`src/rtl/dbp_pkg.sv`:
```
`timescale 1ns / 1ps
`default_nettype none

package dbp_pkg;

	localparam int TIME_BITS = 32;
	localparam int CFG_BITS  = 16;
	localparam int ADDR_BITS = 3;
	localparam int DATA_BITS = 32;

	localparam logic [CFG_BITS-1:0] DEBOUNCE_RESET   = 16'd50;
	localparam logic [CFG_BITS-1:0] LONG_PRESS_RESET = 16'd1000;

	// register index, taken from paddr[2]
	typedef enum logic {
		REG_DEBOUNCE   = 1'b0,
		REG_LONG_PRESS = 1'b1
	} reg_idx_t;

	typedef logic [TIME_BITS-1:0] time_t;

	typedef struct packed {
		logic [CFG_BITS-1:0] debounce_ms;
		logic [CFG_BITS-1:0] long_press_ms;
	} cfg_t;

	typedef struct packed {
		logic clear_long;
		logic clear_short;
		logic raw_level;
	} item_t;

	typedef struct packed {
		logic long_press;
		logic short_press;
		logic pressed;
	} result_t;

endpackage

`default_nettype wire

```
`src/rtl/debounced_button_short_long_press.sv`:
```
`timescale 1ns / 1ps
`default_nettype none

// Channel   Dir   Beat contents
// s_*       in    one millisecond tick: raw level and clear strobes
// m_*       out   one result per tick: pressed and latched flags
// apb       in    debounce_ms at 0x0, long_press_ms at 0x4
//
// One tick per cycle sustained while the output is not stalled; each beat
// passes the input register, then the result register, to the output.
// The tick counter, debounce and press state update as the input register
// hands its beat to the result register. Reset clears all state to the
// released level and both flags to zero. A stalled output holds its beat
// while one more input beat waits in the input register.

module debounced_button_short_long_press (
	input  wire                            clk,
	input  wire                            arst_n,
	input  wire                            s_tvalid,
	output logic                           s_tready,
	input  wire  [7:0]                     s_tdata, // raw_level, clear_short, clear_long, pad
	output logic                           m_tvalid,
	input  wire                            m_tready,
	output logic [7:0]                     m_tdata, // pressed, short_press, long_press, pad
	input  wire                            psel,
	input  wire                            penable,
	input  wire                            pwrite,
	input  wire  [dbp_pkg::ADDR_BITS-1:0]  paddr,
	input  wire  [dbp_pkg::DATA_BITS-1:0]  pwdata,
	output logic [dbp_pkg::DATA_BITS-1:0]  prdata,
	output logic                           pready
);
	import dbp_pkg::*;

	cfg_t    cfg;
	item_t   item_s1;
	logic    vld_s1;
	result_t res_now;
	result_t res_q;
	logic    out_vld_q;
	logic    advance;

	assign advance  = vld_s1 && (!out_vld_q || m_tready);
	assign s_tready = !vld_s1 || advance;

	always_ff @(posedge clk or negedge arst_n) begin
		if (!arst_n)
			vld_s1 <= 1'b0;
		else if (s_tready)
			vld_s1 <= s_tvalid;
	end

	always_ff @(posedge clk) begin
		if (s_tready && s_tvalid)
			item_s1 <= item_t'(s_tdata[2:0]);
	end

	dbp_cfg u_cfg (
		.clk     (clk),
		.arst_n  (arst_n),
		.psel    (psel),
		.penable (penable),
		.pwrite  (pwrite),
		.paddr   (paddr),
		.pwdata  (pwdata),
		.prdata  (prdata),
		.pready  (pready),
		.cfg     (cfg)
	);

	dbp_core u_core (
		.clk    (clk),
		.arst_n (arst_n),
		.step   (advance),
		.item   (item_s1),
		.cfg    (cfg),
		.result (res_now)
	);

	always_ff @(posedge clk or negedge arst_n) begin
		if (!arst_n)
			out_vld_q <= 1'b0;
		else if (!out_vld_q || m_tready)
			out_vld_q <= vld_s1;
	end

	always_ff @(posedge clk) begin
		if (advance)
			res_q <= res_now;
	end

	assign m_tvalid = out_vld_q;
	assign m_tdata  = {5'b0, res_q};

endmodule

`default_nettype wire

```
`src/rtl/dbp_cfg.sv`:
```
`timescale 1ns / 1ps
`default_nettype none

module dbp_cfg (
	input  wire                        clk,
	input  wire                        arst_n,
	input  wire                        psel,
	input  wire                        penable,
	input  wire                        pwrite,
	input  wire [dbp_pkg::ADDR_BITS-1:0] paddr,
	input  wire [dbp_pkg::DATA_BITS-1:0] pwdata,
	output logic [dbp_pkg::DATA_BITS-1:0] prdata,
	output logic                       pready,
	output dbp_pkg::cfg_t              cfg
);
	import dbp_pkg::*;

	cfg_t     cfg_q;
	reg_idx_t idx;
	logic     wr_en;

	assign pready = 1'b1;
	assign idx    = reg_idx_t'(paddr[2]);
	assign wr_en  = psel && penable && pwrite && pready;

	always_ff @(posedge clk or negedge arst_n) begin
		if (!arst_n) begin
			cfg_q.debounce_ms   <= DEBOUNCE_RESET;
			cfg_q.long_press_ms <= LONG_PRESS_RESET;
		end else if (wr_en) begin
			unique case (idx)
				REG_DEBOUNCE:   cfg_q.debounce_ms   <= pwdata[CFG_BITS-1:0];
				REG_LONG_PRESS: cfg_q.long_press_ms <= pwdata[CFG_BITS-1:0];
				default: ;
			endcase
		end
	end

	always_comb begin
		prdata = '0;
		unique case (idx)
			REG_DEBOUNCE:   prdata[CFG_BITS-1:0] = cfg_q.debounce_ms;
			REG_LONG_PRESS: prdata[CFG_BITS-1:0] = cfg_q.long_press_ms;
			default: ;
		endcase
	end

	assign cfg = cfg_q;

endmodule

`default_nettype wire

```
`src/rtl/dbp_core.sv`:
```
`timescale 1ns / 1ps
`default_nettype none

module dbp_core (
	input  wire                    clk,
	input  wire                    arst_n,
	input  wire                    step,
	input  wire dbp_pkg::item_t    item,
	input  wire dbp_pkg::cfg_t     cfg,
	output dbp_pkg::result_t       result
);
	import dbp_pkg::*;

	time_t now_q;
	time_t last_change_q;
	time_t press_start_q;
	logic  prev_raw_q;
	logic  stable_q;
	logic  long_seen_q;
	logic  short_q;
	logic  long_q;

	time_t elapsed;
	time_t held;
	time_t debounce_t;
	time_t long_t;
	logic  raw_changed;
	logic  accept_level;
	logic  just_pressed;
	logic  just_released;
	logic  long_hit;
	logic  stable_nx;
	logic  long_seen_nx;
	logic  short_nx;
	logic  long_nx;
	time_t press_start_nx;

	assign debounce_t  = TIME_BITS'(cfg.debounce_ms);
	assign long_t      = TIME_BITS'(cfg.long_press_ms);
	assign raw_changed = item.raw_level != prev_raw_q;
	// a fresh raw edge restarts the debounce window at this tick
	assign elapsed     = raw_changed ? '0 : now_q - last_change_q;
	assign held        = now_q - press_start_q;

	assign accept_level  = (elapsed > debounce_t) && (item.raw_level != stable_q);
	assign just_pressed  = accept_level && !item.raw_level;
	assign just_released = accept_level && item.raw_level;

	always_comb begin
		stable_nx      = accept_level ? item.raw_level : stable_q;
		long_seen_nx   = long_seen_q;
		short_nx       = short_q;
		long_nx        = long_q;
		press_start_nx = press_start_q;
		if (just_pressed) begin
			press_start_nx = now_q;
			long_seen_nx   = 1'b0;
		end
		if (just_released) begin
			press_start_nx = '0;
			if (held >= long_t) begin
				if (!long_seen_q) begin
					long_nx      = 1'b1;
					long_seen_nx = 1'b1;
				end
			end else begin
				short_nx = 1'b1;
			end
		end
		// on the press tick the held time is zero
		long_hit = just_pressed ? (cfg.long_press_ms == '0) : (held >= long_t);
		if (!stable_nx && !long_seen_nx && long_hit) begin
			long_nx      = 1'b1;
			long_seen_nx = 1'b1;
		end
	end

	assign result.pressed     = !stable_nx;
	assign result.short_press = short_nx;
	assign result.long_press  = long_nx;

	always_ff @(posedge clk or negedge arst_n) begin
		if (!arst_n) begin
			now_q         <= '0;
			last_change_q <= '0;
			press_start_q <= '0;
			prev_raw_q    <= 1'b1;
			stable_q      <= 1'b1;
			long_seen_q   <= 1'b0;
			short_q       <= 1'b0;
			long_q        <= 1'b0;
		end else if (step) begin
			now_q         <= now_q + 1'b1;
			if (raw_changed)
				last_change_q <= now_q;
			press_start_q <= press_start_nx;
			prev_raw_q    <= item.raw_level;
			stable_q      <= stable_nx;
			long_seen_q   <= long_seen_nx;
			short_q       <= short_nx && !item.clear_short;
			long_q        <= long_nx && !item.clear_long;
		end
	end

endmodule

`default_nettype wire
```
`config.mk`:
```
export PLATFORM = sky130hd
export DESIGN_NAME = debounced_button_short_long_press
export DESIGN_NICKNAME = d
export VERILOG_FILES = /design/src/rtl/dbp_pkg.sv /design/src/rtl/debounced_button_short_long_press.sv /design/src/rtl/dbp_cfg.sv /design/src/rtl/dbp_core.sv
export SDC_FILE = /design/constraint.sdc
export NUM_CORES = 1
export LEC_CHECK = 0
export BUFFER_PORTS_ARGS = -buffer_cell sky130_fd_sc_hd__buf_2
export CORE_MARGIN = 8
export CORE_UTILIZATION = 61
export CTS_CLUSTER_SIZE = 14
export DETAILED_ROUTE_END_ITERATION = 16
export GPL_TIMING_DRIVEN = 0
export PLACE_DENSITY = 0.81
export SYNTH_ARGS = -nofsm -noshare
export SYNTH_HDL_FRONTEND = slang
export SYNTH_SLANG_ARGS = --single-unit
```
`constraint.sdc`:
```
create_clock -name clk -period 5.49 [get_ports clk]
set_input_delay 0.8235 -clock clk [delete_from_list [all_inputs] [get_ports clk]]
set_output_delay 0.8235 -clock clk [all_outputs]
set_load 0.05 [all_outputs]
```
==> results.sh <==
export IMPL_tritoncts="built"
export IMPL_grt_pass1_wl_um=43000
export IMPL_yosysUniqueCellTypes=78
export IMPL_clock_sinks=141
export IMPL_cp_max_fo=4
export IMPL_wire_per_inst_um=17.2
export IMPL_initial_core_util_pct=62.3
export IMPL_yosysSeqAreaShare_pct=33.3
export IMPL_clk_path_buf_depth=2
export IMPL_core_area_um2=17200
export IMPL_firstDrtPassIters=6
export IMPL_synth_flop_cell="dfrtp_1"
export IMPL_async_reset_ff_share_pct=95.7
export IMPL_syn_inst=1201
export IMPL_clock_latency_ns=0.43
export IMPL_cts_inserted_buffers=17
export IMPL_path_clk_slew_ns=0.06
export IMPL_rr_startpoint="u_core.now_q[0]$_DFFE_PN0P_"
export IMPL_worstSetupPathType="reg2reg"
export IMPL_slew_headroom_pct=40.8
export IMPL_cp_required_ns=5.65
export IMPL_worstPathCellList="inv_2 -> ha_4 -> inv_2 -> fa_2 -> a211oi_2 -> nor2_1 -> o21ai_1 -> nand2b_1 -> a21o_1 -> a21oi_2 -> o21ai_2 -> xor2_1 -> ha_1 -> a21oi_2 -> a21boi_2 -> o31ai_4 -> o2111ai_2 -> a31oi_2 -> nand4_1 -> a2111oi_4 -> and4_4 -> nor2_2 -> and3_1 -> or4_1"
export IMPL_drt_total_wl_um=26400
export IMPL_grt_use_total_pct=24.0
export IMPL_finish_utilization_pct=70.5
export IMPL_syn_cell_area_um2=10700
export IMPL_cpPeakStageDelay_ns=0.41
export IMPL_cellPowerDensity_nw_per_um2=550
export IMPL_top_level_ports=93
export IMPL_vias=9099
export IMPL_drive_gt1_share_pct=18.7
export IMPL_cts_root_buf="clkbuf_16"
export IMPL_drv_cap=0
export IMPL_fin_skew_ns=0.0109
export IMPL_antenna_cells=0
export IMPL_critPathBufInv=2
export IMPL_critPathLaunchType="flop"
export IMPL_die_h_um=149
export IMPL_slew_viol_final=0
export IMPL_drt_iter0_markers=646
export IMPL_max_clock_freq_mhz=184
export IMPL_dieArea_um2=22100
export IMPL_min_period_ns=5.42
export IMPL_cp_slowest_cell="dfrtp_1"
export IMPL_num_rows=48
export IMPL_fp_dieW_um=149
export IMPL_nFillCells=1295
export IMPL_crit_arrival_ns=5.59
export IMPL_startpoint="u_core.now_q[0]$_DFFE_PN0P_"
export IMPL_synth_avg_cell_area_um2=8.94
export IMPL_grt_max_degree=70
export IMPL_port_buffers=46
export IMPL_antenna_found_initial=0
export IMPL_synth_edf_count=6
export IMPL_layout_nets=1447
export IMPL_ys_ff_latch=141
export IMPL_mostFrequentLayoutCell="nand2_1"
export IMPL_pre_cts_ws_ns=-0.662
export IMPL_place_congestion=0.929
export IMPL_cts_htree_levels=4
export IMPL_layout_common_cells="nand2_1 (134), dfrtp_1 (124), inv_1 (103), ha_1 (94), a21oi_1 (80)"
export IMPL_hold_class="in2async"
export IMPL_power_leakage_nw=5.92
export IMPL_grt_pass1_vias=8770
export IMPL_post_route_period_util_pct=98.8
export IMPL_dp_hpwl_um=20100
export IMPL_drt_antenna_violating_nets=0
export IMPL_tightest_slew_ns=0.884
export IMPL_setup_viol_count_final=0
export IMPL_vias_per_cell=5.92
export IMPL_setup_ws_ns=0.0677
export IMPL_syn2layout_area_growth_pct=13.0
export IMPL_grt_overflow=0
export IMPL_yosysWarnings=0
export IMPL_path_delay_family="compound AO/OA/AOI/OAI gates"
export IMPL_hold_violations=0
export IMPL_setup_worst_path_end_class="flop"
export IMPL_outcome="complete, no violations"
export IMPL_max_vdd_ir_drop_v=0.000335
export IMPL_drc_errors=0
synthesized netlist by cell type (12+ instances only):
cell	instances	area share [%]
ha_1	95	11
a21o_1	14	0.98
and3_1	21	1.2
a21oi_1	83	3.9
o21ai_0	54	2.5
mux2_2	63	6.6
buf_4	28	2.0
nand2_1	135	4.7
xor2_1	29	2.4
o21a_1	12	0.84
xnor2_1	49	4.0
nand3_1	37	1.7
inv_1	105	3.7
clkbuf_1	25	0.87
nor2_1	66	2.3
mux2i_1	33	3.1
nand4_1	25	1.5
dfrtp_1	124	29
per-layer routing:
layer | track usage, % | part of all wire [%] | vias to the layer above | wire (um)
li1 | - | - | 4408 | -
met1 | 30.3 | 44 | 4354 | 11600
met2 | 40.2 | 48 | 291 | 12600
met3 | 4.95 | 6.4 | 46 | 1690
met4 | 8.01 | 1.8 | 0 | 477
met5 | 0 | 0 | - | 0
stage by stage:
step	std cells	setup TNS, ns	hold WS [ns]	power (W)	instance area, um2
after global placement	1492	-9.49	0.461	0.00504	11300
after CTS	1527	0	0.429	0.00637	12000
final	1538	0	0.362	0.00669	12100
after global routing	1538	-0.0923	0.463	0.00714	12100
after floorplan	1221	0	0.449	0.00430	10800
after detailed placement	1493	-12.55	0.474	0.00514	11400
final timing paths:
check / endpoint / slack, ns / depth (start not counted)
worst max-delay path: m_tdata[2]$_DFFE_PP_ / 0.07 / 24
worst min-delay path: u_core.press_start_q[1]$_DFFE_PN0P_ / 0.36 / 1
worst max register to register: m_tdata[2]$_DFFE_PP_ / 0.07 / 24
worst min register to register: u_core.last_change_q[3]$_DFFE_PN0P_ / 0.48 / 2
max in group asynchronous: u_cfg.cfg[8]$_DFFE_PN1P_ / 4.26 / 2
min in group clk: u_core.last_change_q[3]$_DFFE_PN0P_ / 0.48 / 2
what timing repair did:
action / 4_1_cts / 5_1_grt
buffers inserted: 2 / 11
gates resized for setup: 13 / 19
setup endpoints to repair: 38 / 32
pin swaps: 6 / 20
hold buffers: 0 / 0
state kept, by name, indices dropped and copies added (netlist names):
name / count
vld_s1: 1
m_tvalid: 1
u_core.long_seen_q: 1
u_core.now_q: 32
item_s1: 3
u_core.long_q: 1
u_core.stable_q: 1
u_core.short_q: 1
u_core.press_start_q: 32
u_core.prev_raw_q: 1
u_core.last_change_q: 32
m_tdata: 3
u_cfg.cfg: 32
power breakdown:
part | internal, W | leakage, nW | total, W | switching, W
Clock | 0.000635 | 0.269 | 0.00110 | 0.000463
Sequential | 0.00121 | 1.82 | 0.00136 | 0.000157
Combinational | 0.00181 | 3.82 | 0.00422 | 0.00241
area by class of cell:
cell class                      count  area (um2)  share of cell area (%)
Tap cell                          225         282                    2.32
Clock buffer                       19         443                    3.65
Buffer                             68         422                    3.47
Sequential cell                   141        3570                    29.4
Inverter                          105         394                    3.25
Multi-Input combinational cell    907        6550                    54.0
Clock inverter                     13         116                   0.958
Timing Repair Buffer               60         362                    2.98
logic make-up (layout without fill, tap and decap cells):
logic type | after synthesis | after routing | synth area share (%)
multiplexers | 98 | 98 | 9.89
flip-flops | 141 | 141 | 33.3
buffers and inverters | 173 | 265 | 7.59
XOR/XNOR | 78 | 78 | 6.36
AO/OA/AOI/OAI | 257 | 257 | 15.4
other | 2 | 22 | 0.0699
adder cells (fa/ha/maj) | 97 | 97 | 11.4
AND/OR/NAND/NOR | 355 | 355 | 16.0
Note: power is estimated with default switching activity, not from simulation.
